**src/hw/rtl/aedm_pkg.sv**
```systemverilog
// Shared constants, codes and word types for the echo delay mixer.
package aedm_pkg;

	// Sample and register widths
	localparam int SMP_W      = 16;
	localparam int DELAY_W    = 15;
	localparam int DIV_W      = 16;
	localparam int CFG_IDX_W  = 1;
	localparam int CFG_DATA_W = 16;

	// Default ring depth and register reset values
	localparam int AEDM_MAX_DELAY = 16384;
	localparam logic [DELAY_W-1:0] DELAY_RST   = DELAY_W'(8000);
	localparam logic [DIV_W-1:0]   DIVISOR_RST = DIV_W'(4);

	// Register indexes
	localparam logic [CFG_IDX_W-1:0] CFG_IDX_DELAY   = 1'b0;
	localparam logic [CFG_IDX_W-1:0] CFG_IDX_DIVISOR = 1'b1;

	// Command codes
	localparam logic CMD_SAMPLE = 1'b0;
	localparam logic CMD_FLUSH  = 1'b1;

	// Queue between front and back, and the most words the block can hold
	localparam int QUEUE_DEPTH  = 2;
	localparam int MAX_INFLIGHT = QUEUE_DEPTH + 3;

	typedef struct packed {
		logic                    command;
		logic signed [SMP_W-1:0] sample_in;
	} in_word_t;

	typedef struct packed {
		logic signed [SMP_W-1:0] sample_out;
		logic                    tail_last;
	} out_word_t;

	// Classified word handed from front to back
	typedef struct packed {
		logic [SMP_W-1:0] smp;      // input sample, zero on a flush
		logic [SMP_W-1:0] echo_raw; // delayed sample before scaling
		logic             last;     // closes the tail
	} q_word_t;

endpackage

```
**src/hw/rtl/aedm_queue.sv**
```systemverilog
// Two-word queue between the front and back parts.
module aedm_queue import aedm_pkg::*; (
	input  logic    clk,
	input  logic    arst_n,
	input  logic    push,
	input  q_word_t push_word,
	output logic    full,
	input  logic    pop,
	output q_word_t pop_word,
	output logic    empty
);

	localparam int PW = $clog2(QUEUE_DEPTH);
	localparam int NW = $clog2(QUEUE_DEPTH + 1);

	q_word_t       ent_q [QUEUE_DEPTH];
	logic [PW-1:0] wr_ptr_q;
	logic [PW-1:0] rd_ptr_q;
	logic [NW-1:0] cnt_q;

	assign full     = (cnt_q == NW'(QUEUE_DEPTH));
	assign empty    = (cnt_q == '0);
	assign pop_word = ent_q[rd_ptr_q];

	// Storage
	always_ff @(posedge clk) begin
		if (push) begin
			ent_q[wr_ptr_q] <= push_word;
		end
	end

	// Pointers and fill level
	always_ff @(posedge clk or negedge arst_n) begin
		if (!arst_n) begin
			wr_ptr_q <= '0;
			rd_ptr_q <= '0;
			cnt_q    <= '0;
		end else begin
			if (push) begin
				wr_ptr_q <= (wr_ptr_q == PW'(QUEUE_DEPTH - 1)) ? '0 : wr_ptr_q + 1'b1;
			end
			if (pop) begin
				rd_ptr_q <= (rd_ptr_q == PW'(QUEUE_DEPTH - 1)) ? '0 : rd_ptr_q + 1'b1;
			end
			unique case ({push, pop})
				2'b10:   cnt_q <= cnt_q + 1'b1;
				2'b01:   cnt_q <= cnt_q - 1'b1;
				default: cnt_q <= cnt_q;
			endcase
		end
	end

endmodule

```
**config.mk**
```make
export PLATFORM = sky130hd
export DESIGN_NAME = aedm_queue
export DESIGN_NICKNAME = d
export VERILOG_FILES = /design/src/hw/rtl/aedm_pkg.sv /design/src/hw/rtl/aedm_queue.sv
export SDC_FILE = /design/constraint.sdc
export NUM_CORES = 1
export LEC_CHECK = 0
export BUFFER_PORTS_ARGS = -buffer_cell sky130_fd_sc_hd__buf_2
export CAP_MARGIN = 20
export CELL_PAD_IN_SITES_DETAIL_PLACEMENT = 0
export CELL_PAD_IN_SITES_GLOBAL_PLACEMENT = 1
export CORE_MARGIN = 1
export CORE_UTILIZATION = 34
export CTS_CLUSTER_DIAMETER = 120
export CTS_CLUSTER_SIZE = 25
export DETAILED_ROUTE_END_ITERATION = 10
export HOLD_SLACK_MARGIN = 0.1
export PLACE_DENSITY = 0.62
export SLEW_MARGIN = 20
export SYNTH_ARGS = -nofsm -noshare
export SYNTH_HDL_FRONTEND = slang
export SYNTH_SLANG_ARGS = --single-unit
export TNS_END_PERCENT = 30
```
**constraint.sdc**
```tcl
create_clock -name clk -period 2 [get_ports clk]
set_input_delay 0.1 -clock clk [delete_from_list [all_inputs] [get_ports clk]]
set_output_delay 0.1 -clock clk [all_outputs]
set_load 0.02 [all_outputs]
```
=== After elaboration in Yosys (flattened, before gate mapping) ===
Memory sizes are Yosys's and may differ from the RTL's.
Cells that the tools add are included.

* Register bits: 4
* Bits in writable memories: 66
* Input port bits: 37
* Word-level logic and storage cells: 18
* Memories kept: 1

* Add/sub/neg operators: 4
* Equality and inequality tests: 3
* Mux-type cells: 5
* Reductions and logical operators: 2

{| class="wikitable"
|+ Memories
! name !! depth !! bits a word !! rd ports !! clocked after memory_dff !! write ports !! line !! source
|-
| ent_q || 2 || 33 || 1 || 0 || 1 || aedm_queue.sv:16 || <nowiki>q_word_t ent_q [QUEUE_DEPTH];</nowiki>
|}

{| class="wikitable"
|+ Operator list
! kind !! count
|-
| 2-bit == test (second input constant) || 2
|-
| 1-bit two-way mux || 4
|-
| 2-bit one-hot mux with 2 select lines || 1
|-
| 1-bit adder (second input constant) || 2
|-
| 2-bit by 1-bit adder with 2-bit output (second input constant) || 1
|-
| 2-bit by 1-bit == test with 1-bit output (second input constant) || 1
|-
| 2-bit logical NOT || 1
|-
| 2-bit nonzero test || 1
|-
| 2-bit by 1-bit subtractor with 2-bit output (second input constant) || 1
|}

=== Longest topological paths before layout ===
* Depth in word-level cells: 2
* Gate-level depth with buffers: 5

=== Worst setup path after synthesis ===
No wires, ideal clock.

* Path kind: reg-to-reg
* Start: register wr_ptr_q
* End: memory ent_q[0][0] in the netlist's numbering, enable pin
* Library setup time: 0.424 ns
* Arrival time: 1.800 ns
* Data required time: 1.576 ns
* Setup slack: -0.224 ns
* Cell stages (with the launch flop): 2
* Buffers on the path: 0
* Period minus slack after synthesis: 2.224 ns
* Path through: dfrtp_1 -> nor2_1

{| class="wikitable"
|+ RTL lines
! what !! line !! source
|-
| start: declaration || aedm_queue.sv:17 || <nowiki>logic [PW-1:0] wr_ptr_q;</nowiki>
|-
| start signal: assignment || aedm_queue.sv:40 || <nowiki>wr_ptr_q <= (wr_ptr_q == PW'(QUEUE_DEPTH - 1)) ? '0 : wr_ptr_q + 1'b1;</nowiki>
|-
| end: declaration || aedm_queue.sv:16 ||
|}

Straight into the memory's write port.

==> metrics <==
remaining antenna violation count=0; Slew headroom=71.3%; minimum clock period=1.70 ns; Syn Nets=157; clock buffer depth=2; total setup buffers inserted after CTS=0; GRT Util Overall=11.9%; vias in the first global route=1509; worst-path cell chain=buf_12, mux2_4, buf_2; Layout Skew=0.00750 ns; gr ovfl total=0; Unique masters post-synth=13; clk_lat worst skew=0.33 ns; Die X=91.4 um; Post-Syn Area=2720 um^2; num rows=32; Synth Area in XOR/XNOR=1.61%; TritonRoute pass-1 iters=3; Die Y-Extent=91.4 um; Worst Hold Class=primary input to flop; Critical Path RT=1.90 ns; via/cell ratio=4.22; CTS tree=done; Crit-path slowest cell=dfrtp_2; fraction of layout cells with a size suffix above 1=51.2%; I/O pin cnt=72; Fin Hold WS=0.491 ns; Design Area, Final=3790 um^2; MaxCap Viol Count=0; Core Area=7730 um^2; worst-case vdd ir drop=629 uV; P_leak=1.54 nW; Max stage delay on crit path=0.50 ns; wire length per cell=13.3 um; Worst R2R End=ent_q[1][3]; initial core utilization=35.2%; CP Class=flop to output port; Finish-stage setup viols=0; mux cell area share after synthesis=17.7%; Tcrit/Tclk final=84.9%; Final Slew Violations=0; HP Start=push_word[14]; Syn Inst Count=119; Nets=276; R2R setup slack=0.61 ns; final worst setup slack=0.303 ns; Synth Area in Simple Gates=0.875%; worst reg2reg path startpoint=wr_ptr_q; register bit total from synthesis=70; Util after Layout=49.1%; final wirelength=4.59 mm; TritonCTS buffer count=9; diodes inserted=0; largest net degree at the start of global routing=28; r2r worst-path depth=2; DP HPWL=3.06 mm; Clk pin slew, worst setup/hold paths=0.07 ns; first-pass GRT wire length=7.30 mm; synth warn=0; pin slew with the least headroom to its limit=0.431 ns; vias=1451; Post-Synth Adder-Cell Area=0.460%; Placement Setup Slack=0.589 ns; worst hold path depth=2; antenna violations before repair=0; Area growth syn-to-layout=39.5%; DRT iter0 DRCs=59; Pwr Density=1360 nW/um^2; Avg Cell Area, Syn=22.8 um^2; Setup crit end kind=output port; drt drc=0; crit path max fanout=27; largest family of logic cells by synthesized area=multiplexers; Fmax=589 MHz; Root Buffer=clkbuf_8; commonest non-fill, non-tap cell in the layout=buf_2; Area after DPL=3190 um^2; die area=8350 um^2; RSZ-0062 raised after global routing=false; Crit path arrival time=1.60 ns; clk sinks=70; Synth Area in Compound Gates=0%; Final TNS setup=0 ns; most frequent cells in the layout=buf_2, edfxtp_1, dlygate4sd3_1, mux2_4, clkbuf_8; Final GP Congestion=0.644; Hold EP=ent_q[0][14]; # H-tree levels=3; register area share after synthesis=76.6%; port bufs=71; Final Hold Vio Count=0; run status=finished, final reports clean; startpoint types=flop
sequential cells by signal, summed over array words and instances (netlist names):
name	count
cnt_q	2
ent_q	66
rd_ptr_q	1
wr_ptr_q	1
stage by stage:
stage | power [mW] | std cells
final | 5.14 | 344
after global routing | 5.39 | 344
after CTS | 5.21 | 344
after detailed placement | 3.86 | 292
after global placement | 3.82 | 292
after floorplan | 3.45 | 119
routing by layer:
metal / GRT usage, % / part of all wire [%] / up-vias / wire length (um)
li1: - / - / 694 / -
met1: 13.9 / 43 / 694 / 1980
met2: 19.7 / 50 / 56 / 2270
met3: 3.85 / 6.3 / 7 / 288
met4: 5.56 / 0.96 / 0 / 44
met5: 0 / 0 / - / 0
critical path, delay by kind of cell (launching register included):
family | cells | cell delay (ns)
flops | 1 | 0.50
buf+inv | 2 | 0.44
mux | 1 | 0.33
cell usage after synthesis, drive strengths merged:
cell / count / share of area [%]
edfxtp: 66 / 73
mux2: 33 / 18
buf: 4 / 2.6
dfrtp: 4 / 3.7
nor2: 3 / 0.41
xor2: 3 / 0.97
xnor2: 2 / 0.64
and2: 1 / 0.23
ha: 1 / 0.46
inv: 1 / 0.14
nor2b: 1 / 0.23
cell families (layout without fill, tap and decap cells):
kind of cell | after synthesis | after routing
xor gates and xnor gates | 5 | 5
adders and majority gates | 1 | 1
buffers and inverters | 5 | 128
DFF | 70 | 70
muxes | 33 | 33
and+or+nand+nor | 5 | 5
timing repair:
action / 4_1_cts / 5_1_grt
hold buffers: 37 / 0
endpoints found under the hold margin: 72 / 0
gates resized for setup: 0 / 0
setup endpoints to repair: 0 / 0
report_power, final:
| group | switching, mW | internal [mW] |
|---|---|---|
| combinational | 0.921 | 0.843 |
| clock | 0.469 | 0.816 |
| sequential | 0.136 | 1.95 |
worst max path at each step:
stage              from           end  slack [ns]  cells after the start
2_1_floorplan  wr_ptr_q   ent_q[0][0]        0.31                      1
3_3_place_gp   wr_ptr_q  ent_q[1][28]        0.65                      2
3_5_place_dp   wr_ptr_q  ent_q[1][32]        0.59                      2
4_1_cts        rd_ptr_q   pop_word[6]        0.27                      3
5_1_grt        rd_ptr_q  pop_word[10]        0.22                      3
6_report       rd_ptr_q   pop_word[5]        0.30                      3
area by class of cell:
class	count	area (um^2)
multi-input cells	44	569
fillers	673	3940
clock buffers	10	128
repair buffers	112	781
inverters	1	3.75
well taps	102	128
clock inverters	5	98.8
flip-flops and latches	70	2080
(Power assumes the default switching activity.)
