## config.mk

```make
export PLATFORM = sky130hd
export DESIGN_NAME = aedm_back_flat
export DESIGN_NICKNAME = d
export VERILOG_FILES = /design/src/hw/rtl/aedm_pkg.sv /design/src/hw/rtl/aedm_if.sv /design/src/hw/rtl/aedm_back.sv /design/src/flat_wrapper.sv
export SDC_FILE = /design/constraint.sdc
export NUM_CORES = 1
export LEC_CHECK = 0
export BUFFER_PORTS_ARGS = -buffer_cell sky130_fd_sc_hd__buf_4
export CORE_UTILIZATION = 50
export DETAILED_ROUTE_END_ITERATION = 10
export PLACE_DENSITY_LB_ADDON = 0.08
export SLEW_MARGIN = 0
export SYNTH_ARGS = -nofsm -noshare
export SYNTH_HDL_FRONTEND = slang
export SYNTH_SLANG_ARGS = --single-unit
```

## constraint.sdc

```tcl
create_clock -name clk -period 4.3 [get_ports clk]
set_input_delay 0.86 -clock clk [delete_from_list [all_inputs] [get_ports clk]]
set_output_delay 0.86 -clock clk [all_outputs]
set_load 0.03 [all_outputs]
```

## src/hw/rtl/aedm_pkg.sv

```systemverilog
// Shared constants, codes and word types for the echo delay mixer.
package aedm_pkg;

	// Sample and register widths
	localparam int SMP_W      = 16;
	localparam int DELAY_W    = 15;
	localparam int DIV_W      = 16;
	localparam int CFG_IDX_W  = 1;
	localparam int CFG_DATA_W = 16;

	// Default ring depth and register reset values
	localparam int AEDM_MAX_DELAY = 16384;
	localparam logic [DELAY_W-1:0] DELAY_RST   = DELAY_W'(8000);
	localparam logic [DIV_W-1:0]   DIVISOR_RST = DIV_W'(4);

	// Register indexes
	localparam logic [CFG_IDX_W-1:0] CFG_IDX_DELAY   = 1'b0;
	localparam logic [CFG_IDX_W-1:0] CFG_IDX_DIVISOR = 1'b1;

	// Command codes
	localparam logic CMD_SAMPLE = 1'b0;
	localparam logic CMD_FLUSH  = 1'b1;

	// Queue between front and back, and the most words the block can hold
	localparam int QUEUE_DEPTH  = 2;
	localparam int MAX_INFLIGHT = QUEUE_DEPTH + 3;

	typedef struct packed {
		logic                    command;
		logic signed [SMP_W-1:0] sample_in;
	} in_word_t;

	typedef struct packed {
		logic signed [SMP_W-1:0] sample_out;
		logic                    tail_last;
	} out_word_t;

	// Classified word handed from front to back
	typedef struct packed {
		logic [SMP_W-1:0] smp;      // input sample, zero on a flush
		logic [SMP_W-1:0] echo_raw; // delayed sample before scaling
		logic             last;     // closes the tail
	} q_word_t;

endpackage

```

## src/hw/rtl/aedm_if.sv

```systemverilog


interface aedm_out_if import aedm_pkg::*; ();
	logic      valid;
	logic      ready;
	out_word_t data;

	modport source (output valid, output data, input ready);
	modport sink (input valid, input data, output ready);
endinterface

```

## src/hw/rtl/aedm_back.sv

```systemverilog
// Back part: scales the echo with a bit-serial divider, mixes, holds the result word.
module aedm_back import aedm_pkg::*; (
	input  logic             clk,
	input  logic             arst_n,
	input  logic [DIV_W-1:0] divisor,
	output logic             pop,
	input  q_word_t          pop_word,
	input  logic             empty,
	aedm_out_if.source       out_ch
);

	localparam int CNT_W = $clog2(SMP_W);

	typedef enum logic [1:0] {ST_IDLE, ST_DIV, ST_FIN} state_t;

	state_t           state_q;
	logic [CNT_W-1:0] cnt_q;
	logic [SMP_W-1:0] quo_q;
	logic [DIV_W-1:0] rem_q;
	logic [DIV_W-1:0] dvs_q;
	logic             neg_q;
	logic [SMP_W-1:0] smp_q;
	logic             last_q;
	logic             out_vld_q;
	out_word_t        out_word_q;

	logic [DIV_W+1:0] trial;
	logic             borrow;
	logic [SMP_W-1:0] echo;
	logic [SMP_W-1:0] mix;
	logic             load;

	// One restoring step per cycle
	assign trial  = {1'b0, rem_q, quo_q[SMP_W-1]} - {2'b00, dvs_q};
	assign borrow = trial[DIV_W+1];

	// Sign back on, then wrap-around mix
	assign echo = neg_q ? (SMP_W'(0) - quo_q) : quo_q;
	assign mix  = smp_q + echo;

	assign pop  = (state_q == ST_IDLE) && !empty;
	assign load = (state_q == ST_FIN) && (!out_vld_q || out_ch.ready);

	assign out_ch.valid = out_vld_q;
	assign out_ch.data  = out_word_q;

	// Sequencer, divider datapath and output register
	always_ff @(posedge clk or negedge arst_n) begin
		if (!arst_n) begin
			state_q    <= ST_IDLE;
			cnt_q      <= '0;
			quo_q      <= '0;
			rem_q      <= '0;
			dvs_q      <= '0;
			neg_q      <= 1'b0;
			smp_q      <= '0;
			last_q     <= 1'b0;
			out_vld_q  <= 1'b0;
			out_word_q <= '0;
		end else begin
			if (load) begin
				out_vld_q <= 1'b1;
			end else if (out_ch.ready) begin
				out_vld_q <= 1'b0;
			end
			unique case (state_q)
				ST_IDLE: begin
					if (pop) begin
						neg_q   <= pop_word.echo_raw[SMP_W-1];
						quo_q   <= pop_word.echo_raw[SMP_W-1] ?
							(SMP_W'(0) - pop_word.echo_raw) : pop_word.echo_raw;
						rem_q   <= '0;
						dvs_q   <= (divisor == '0) ? DIV_W'(1) : divisor;
						smp_q   <= pop_word.smp;
						last_q  <= pop_word.last;
						cnt_q   <= CNT_W'(SMP_W - 1);
						state_q <= ST_DIV;
					end
				end
				ST_DIV: begin
					rem_q <= borrow ? {rem_q[DIV_W-2:0], quo_q[SMP_W-1]} : trial[DIV_W-1:0];
					quo_q <= {quo_q[SMP_W-2:0], !borrow};
					if (cnt_q == '0) begin
						state_q <= ST_FIN;
					end else begin
						cnt_q <= cnt_q - 1'b1;
					end
				end
				ST_FIN: begin
					if (load) begin
						out_word_q.sample_out <= mix;
						out_word_q.tail_last  <= last_q;
						state_q               <= ST_IDLE;
					end
				end
				default: state_q <= ST_IDLE;
			endcase
		end
	end

endmodule

```

## src/flat_wrapper.sv

```systemverilog
// flat-port wrapper written by rule: the top's interface ports become plain ports
module aedm_back_flat import aedm_pkg::*;
  (clk, arst_n, divisor, pop, pop_word, empty, out_ch_valid, out_ch_data, out_ch_ready);
  aedm_out_if out_ch_i ();
  input  logic clk;
  input  logic arst_n;
  input  logic [DIV_W-1:0] divisor;
  output logic pop;
  input  q_word_t pop_word;
  input  logic empty;
  output wire logic [$bits(out_ch_i.valid)-1:0] out_ch_valid;
  output wire logic [$bits(out_ch_i.data)-1:0] out_ch_data;
  input wire logic [$bits(out_ch_i.ready)-1:0] out_ch_ready;
  assign out_ch_valid = out_ch_i.valid;
  assign out_ch_data = out_ch_i.data;
  assign out_ch_i.ready = out_ch_ready;
  aedm_back u_core (.clk(clk), .arst_n(arst_n), .divisor(divisor), .pop(pop), .pop_word(pop_word), .empty(empty), .out_ch(out_ch_i));
endmodule
```

After elaboration in Yosys (flattened, before gate mapping)
Cells that the tools add are included.
- bits in registers: 90
- input bits: 53
- output and inout bits: 19
- word-level logic and storage cells: 55
- $add $sub $neg: 5
- equality and inequality tests: 6
- mux-type cells: 17
- reductions and logical operators: 16
- operators with widths (operator ; count):
    $mux W16 ; 6
    $pmux W16 S2 ; 2
    $sub A1 B16 Y16 const A ; 2
    $sub A17 B16 Y18 ; 1
    $add A16 B16 Y16 ; 1
    $logic_not A16 Y1 ; 1
    $mux W4 ; 2
    $pmux W4 S2 ; 1
    $mux W2 ; 3
    $pmux W2 S3 ; 1
    $reduce_and A2 Y1 ; 3
    $reduce_and A3 Y1 ; 2
    $logic_not A4 Y1 ; 1
    $ne A2 B1 Y1 const B ; 2
    $ne A2 B2 Y1 const B ; 2
    $reduce_bool A2 Y1 ; 2
    $sub A4 B1 Y4 const B ; 1
    $logic_not A1 Y1 ; 3
    $eq A2 B1 Y1 const B ; 1
    $eq A2 B2 Y1 const B ; 1
    $logic_and A1 B1 Y1 ; 2
    $logic_not A2 Y1 ; 1
    $mux W1 ; 2
    $logic_or A1 B1 Y1 ; 1

Logic depth before layout (Yosys ltp)
- word-level depth: 5
- depth in mapped cells: 13
- mapped depth without buffers: 12

Worst setup path before layout
Ideal clock, no wire load.
- kind: reg-to-reg
- start: register u_core.quo_q[2]
- end: register u_core.out_word_q (netlist bit u_core.out_ch.data[14])
- library setup time: 135 ps
- data arrival time: 2944 ps
- data required time: 4165 ps
- path slack: 1221 ps
- stages on the path, launching flop included: 13
- buffers on the path: 1
- period minus slack after synthesis: 3079 ps
- path through: dfrtp_1 > clkbuf_1 > nor4_1 > nand2_1 > o41ai_1 > nand2_1 > xor2_1 > ha_1 > nand2_1 > or3b_2 > o311ai_0 > xnor2_1 > o21ai_0
- word-level cells in the longest chain between the ends: 3
- ends and longest elaborated chain (item ; line ; RTL):
    start: declaration ; aedm_back.sv:18 ; logic [SMP_W-1:0] quo_q;
    start signal: assignment ; aedm_back.sv:70 ; quo_q <= pop_word.echo_raw[SMP_W-1] ?
    start signal: assignment ; aedm_back.sv:82 ; quo_q <= {quo_q[SMP_W-2:0], !borrow};
    $sub A1 B16 Y16 ; aedm_back.sv:38 ; assign echo = neg_q ? (SMP_W'(0) - quo_q) : quo_q;
    $mux W16 (*) ; aedm_back.sv:38 ;
    $add A16 B16 Y16 (*) ; aedm_back.sv:39 ; assign mix = smp_q + echo;
    end: declaration ; aedm_back.sv:25 ; out_word_t out_word_q;
Every way passes the cells marked *; elsewhere a longest branch is shown, timed or not.
A chain may end at the register's enable or synchronous reset.

Worst setup path after layout
- start: register u_core.quo_q[4]
- end: register u_core.out_word_q (netlist bit u_core.out_ch.data[14])
Same word-level chain as after synthesis.

==> report_table.html <==
<table>
<tr><th>Metric</th><th>Value</th></tr>
<tr><th colspan="2">Clocking</th></tr>
<tr><td>H-Tree Depth</td><td>3</td></tr>
<tr><td>Clock transition time at the flip-flop clock pins of the worst setup and hold paths</td><td>60 ps</td></tr>
<tr><td># Post-CTS Setup Buffers</td><td>0</td></tr>
<tr><td>Maximum buffer depth of the clock tree</td><td>2</td></tr>
<tr><td>Library cell used as clock root buffer</td><td>sky130_fd_sc_hd__clkbuf_16</td></tr>
<tr><td>Number of buffers inserted during clock tree synthesis</td><td>9</td></tr>
<tr><td>Source-to-sink clock delay at the later pin of the worst-skew pair</td><td>360 ps</td></tr>
<tr><td>Number of buffers inserted by hold repair at cts</td><td>0</td></tr>
<tr><td>TritonCTS clock tree</td><td>done</td></tr>
<tr><td>Count of cells resized by post-cts repair</td><td>0</td></tr>
<tr><td>Sink Count</td><td>90</td></tr>
<tr><th colspan="2">Worst setup path</th></tr>
<tr><td>Data required, critical path</td><td>4510 ps</td></tr>
<tr><td>Max FO, Critical Path</td><td>5</td></tr>
<tr><td>Reg-to-reg endpoint</td><td>u_core.out_ch.data[14]</td></tr>
<tr><td>Reg2reg setup slack</td><td>880 ps</td></tr>
<tr><td>Sort of element at the start of the critical path</td><td>register</td></tr>
<tr><td>Cell-by-cell trace of the critical path</td><td>nor4_1 -&gt; nand2_1 -&gt; o41ai_1 -&gt; nand2_1 -&gt; xor2_1 -&gt; ha_1 -&gt; nand2_1 -&gt; or3b_2 -&gt; o311ai_0 -&gt; xnor2_1 -&gt; o21ai_0</td></tr>
<tr><td>Top delay family on crit path</td><td>simple AND/OR/NAND/NOR gates</td></tr>
<tr><td>Critical R2R Launch</td><td>u_core.quo_q[4]</td></tr>
<tr><td>Highest-delay cell along the critical path</td><td>sky130_fd_sc_hd__o41ai_1</td></tr>
<tr><td>Most common cell on crit path</td><td>sky130_fd_sc_hd__nand2_1</td></tr>
<tr><td>Crit. End Element</td><td>register</td></tr>
<tr><td>Cells on worst reg2reg path</td><td>11</td></tr>
<tr><td>Count of buffering cells on the critical path with inverters included</td><td>0</td></tr>
<tr><td>Kind of critical path</td><td>register to register</td></tr>
<tr><td>Endpoint arrival time on the critical path</td><td>3630 ps</td></tr>
<tr><td>Critical path's largest stage delay</td><td>600 ps</td></tr>
<tr><th colspan="2">GRT</th></tr>
<tr><td>Largest net degree at the start of global routing</td><td>62</td></tr>
<tr><td>Wire length of the first global-routing pass</td><td>23200 um</td></tr>
<tr><td>Number of global-route vias before repair</td><td>4915</td></tr>
<tr><td>GRT Util Overall</td><td>0.251</td></tr>
<tr><td>Initial antenna violation count</td><td>0</td></tr>
<tr><td>Global route overflow</td><td>0</td></tr>
<tr><th colspan="2">Layout</th></tr>
<tr><td>Final Net Count</td><td>828</td></tr>
<tr><td>Fraction of layout instances using a drive strength above 1</td><td>0.146</td></tr>
<tr><td>Final standard cell area without fillers</td><td>6800 sq um</td></tr>
<tr><td>Post-layout utilization of the core</td><td>0.595</td></tr>
<tr><td>Multi-input combinational cell area</td><td>3330 sq um</td></tr>
<tr><td>Number of inserted filler cells in the final layout</td><td>1023</td></tr>
<tr><td>Layout overhead on the synthesized area</td><td>16.5%</td></tr>
<tr><td>Non-filler instance count after layout</td><td>884</td></tr>
<tr><td>Commonest non-fill, non-tap cells in the layout</td><td>sky130_fd_sc_hd__nand2_1 (123), sky130_fd_sc_hd__dfrtp_1 (90), sky130_fd_sc_hd__buf_4 (77)</td></tr>
<tr><td>Most common cell after layout, fill and taps aside</td><td>sky130_fd_sc_hd__nand2_1</td></tr>
<tr><td>Sequential cell area</td><td>2250 sq um</td></tr>
<tr><td>Diodes inserted</td><td>0</td></tr>
<tr><th colspan="2">Floorplanning</th></tr>
<tr><td>Die footprint</td><td>12100 sq um</td></tr>
<tr><td>Die Span Y</td><td>110 um</td></tr>
<tr><td>Total number of placement rows</td><td>39</td></tr>
<tr><td>Effective utilization at floorplan</td><td>0.511</td></tr>
<tr><td>X dimension of the die</td><td>110 um</td></tr>
<tr><td>Io pins</td><td>72</td></tr>
<tr><td>Floorplan Core Area</td><td>11400 sq um</td></tr>
<tr><th colspan="2">Route</th></tr>
<tr><td>Detail-routed net length per standard cell</td><td>16.0 um</td></tr>
<tr><td>Count of vias placed by the detailed router</td><td>5053</td></tr>
<tr><td>Number of remaining DRC errors</td><td>0</td></tr>
<tr><td>Final Routed Wirelength</td><td>14100 um</td></tr>
<tr><td>Via density per instance</td><td>5.72</td></tr>
<tr><td>Number of iterations in the first detailed-routing pass</td><td>5</td></tr>
<tr><td>Starting DRC count in detailed routing</td><td>256</td></tr>
<tr><td>Number of nets with antenna violations after routing</td><td>0</td></tr>
<tr><th colspan="2">Outcome</th></tr>
<tr><td>Result of the run</td><td>finished, final reports clean</td></tr>
<tr><th colspan="2">Job</th></tr>
<tr><td>Max-capacitance violation count</td><td>0</td></tr>
<tr><th colspan="2">Timing</th></tr>
<tr><td>Final min period</td><td>3420 ps</td></tr>
<tr><td>Total of endpoints with negative setup slack in the final report</td><td>0</td></tr>
<tr><td>Final clock skew</td><td>5.53 ps</td></tr>
<tr><td>Final max-slew violation count</td><td>0</td></tr>
<tr><td>Setup repair after global routing missed its margin</td><td>false</td></tr>
<tr><td>Worst Max-Slew Pin Slew</td><td>1120 ps</td></tr>
<tr><td>Final Hold Vio Count</td><td>0</td></tr>
<tr><td>Worst relative slew slack</td><td>0.251</td></tr>
<tr><td>Period Utilization, post-route</td><td>0.796</td></tr>
<tr><td>Max Clk Rate</td><td>292 MHz</td></tr>
<tr><td>Total negative slack</td><td>0 ps</td></tr>
<tr><th colspan="2">Logic synthesis</th></tr>
<tr><td>Distinct cells, synth</td><td>59</td></tr>
<tr><td>EDFF count, synth</td><td>0</td></tr>
<tr><td>Sequential cell area fraction in the yosys report</td><td>0.386</td></tr>
<tr><td>Async set or reset register ratio after synthesis</td><td>1.00</td></tr>
<tr><td>Most frequently used flop master after synthesis</td><td>sky130_fd_sc_hd__dfrtp_1</td></tr>
<tr><td>Number of flip-flops and latches in the synthesized netlist</td><td>90</td></tr>
<tr><td>Total nets after synthesis</td><td>770</td></tr>
<tr><td>Number of cells produced by synthesis</td><td>678</td></tr>
<tr><td>Average cell area after synthesis</td><td>8.61 sq um</td></tr>
<tr><td>Syn Std Cell Area</td><td>5830 sq um</td></tr>
<tr><td>Yosys warnings</td><td>0</td></tr>
<tr><th colspan="2">Power and ir drop</th></tr>
<tr><td>Internal power</td><td>3530 uW</td></tr>
<tr><td>Switching share of power</td><td>0.467</td></tr>
<tr><td>Total power</td><td>6630 uW</td></tr>
<tr><td>Switching pwr</td><td>3090 uW</td></tr>
<tr><td>Static leakage</td><td>0.00313 uW</td></tr>
<tr><td>Power density over the cells</td><td>975 nW/um^2</td></tr>
<tr><td>Sequential group share of total power</td><td>0.237</td></tr>
<tr><td>Fraction of power consumed by combinational cells</td><td>0.630</td></tr>
<tr><td>Clock power frac</td><td>0.133</td></tr>
<tr><td>Peak supply drop</td><td>521 uV</td></tr>
<tr><th colspan="2">Placed design</th></tr>
<tr><td># port buffers</td><td>71</td></tr>
<tr><td>Final HPWL from detailed placement</td><td>10300 um</td></tr>
<tr><td>Number of placed instances, taps included</td><td>868</td></tr>
<tr><td>Area of placed instances</td><td>6470 sq um</td></tr>
<tr><td>RePlAce Congestion</td><td>0.922</td></tr>
<tr><th colspan="2">Hold path</th></tr>
<tr><td>Cell count of the worst hold path</td><td>2</td></tr>
<tr><td>Terminating pin of the worst hold path</td><td>u_core.last_q</td></tr>
<tr><td>Worst min-delay path class</td><td>register to register</td></tr>
<tr><td>Startpoint of the tightest hold check path</td><td>u_core.last_q</td></tr>
</table>
==> through the flow <==
| stage | hold slack (ps) | setup slack (ps) |
|---|---|---|
| finish | 485 | 878 |
| global route | 513 | 510 |
| CTS | 488 | 863 |
| detailed placement | 474 | 879 |
| global placement | 459 | 980 |
| floorplan | 442 | 1220 |
==> power groups by stage <==
| stage | Sequential [uW] | Combinational (uW) | Clock, uW |
|---|---|---|---|
| finish | 1570 | 4180 | 880 |
| global route | 1620 | 4670 | 929 |
| CTS | 1570 | 4170 | 897 |
| detailed placement | 1580 | 4150 | 0 |
| global placement | 1560 | 4050 | 0 |
| floorplan | 1560 | 3230 | 0 |
==> cells in the mapped netlist (8+ instances only) <==
master / instances / area share
sky130_fd_sc_hd__a21oi_1: 36 / 0.031
sky130_fd_sc_hd__a211oi_1: 9 / 0.012
sky130_fd_sc_hd__xor2_1: 22 / 0.033
sky130_fd_sc_hd__o21ai_1: 11 / 0.0094
sky130_fd_sc_hd__nor2_1: 31 / 0.020
sky130_fd_sc_hd__a22oi_1: 14 / 0.018
sky130_fd_sc_hd__nand2_1: 123 / 0.079
sky130_fd_sc_hd__a21o_1: 10 / 0.013
sky130_fd_sc_hd__nand3_1: 17 / 0.015
sky130_fd_sc_hd__dfrtp_1: 90 / 0.39
sky130_fd_sc_hd__inv_1: 33 / 0.021
sky130_fd_sc_hd__clkbuf_1: 26 / 0.017
sky130_fd_sc_hd__o21ai_0: 63 / 0.054
sky130_fd_sc_hd__nor3_1: 11 / 0.0094
sky130_fd_sc_hd__mux2i_1: 9 / 0.015
sky130_fd_sc_hd__nor4_1: 8 / 0.0086
sky130_fd_sc_hd__xnor2_1: 26 / 0.039
sky130_fd_sc_hd__ha_1: 37 / 0.079
==> worst max path at each step <==
stage                     from                endpoint  slack (ps)  cells past startpoint
6_report       u_core.quo_q[4]  u_core.out_ch.data[14]         880                     11
5_1_grt        u_core.quo_q[4]  u_core.out_ch.data[14]         510                     11
4_1_cts        u_core.quo_q[5]  u_core.out_ch.data[14]         860                     11
3_5_place_dp   u_core.quo_q[5]  u_core.out_ch.data[14]         880                     11
3_3_place_gp   u_core.quo_q[4]  u_core.out_ch.data[14]         980                     11
2_1_floorplan  u_core.quo_q[2]  u_core.out_ch.data[14]        1220                     12
==> sequential cells by signal (all words and copies together) (netlist names) <==
name and flops:
u_core.cnt_q 4, u_core.dvs_q 16, u_core.last_q 1, u_core.neg_q 1
u_core.out_ch.data 17, u_core.out_ch.valid 1, u_core.quo_q 16, u_core.rem_q 16
u_core.smp_q 16, u_core.state_q 2
==> final cells by class <==
class	instances	area share
repair buffers	77	0.0851
flip-flops and latches	90	0.331
clock buffers	10	0.0352
multi-input cells	525	0.491
inverters	33	0.0182
clock inverters	6	0.0133
well taps	143	0.0263
==> cell families (layout without fill, tap and decap cells) <==
family                     count (synthesis)  count (layout)  share of synthesized area
AOI/OAI and AO/OA                        198             198                      0.216
DFF                                       90              90                      0.386
buffers and inverters                     63             126                     0.0429
adders and majority gates                 39              39                     0.0862
and+or+nand+nor                          229             229                      0.178
xor gates and xnor gates                  48              48                     0.0721
muxes                                     11              11                     0.0193
==> worst min-delay path: stages, from the launching register on <==
cell and delay [ps]:
sky130_fd_sc_hd__dfrtp_1 350, sky130_fd_sc_hd__nand2_1 50, sky130_fd_sc_hd__nand2_1 50
==> layer usage <==
layer	vias up	share of wire	GRT usage
li1	2524	-	-
met1	2413	0.46	0.313
met2	101	0.48	0.426
met3	15	0.040	0.0588
met4	0	0.013	0.0867
met5	-	0	0
Power figures use the tool's default switching activity.
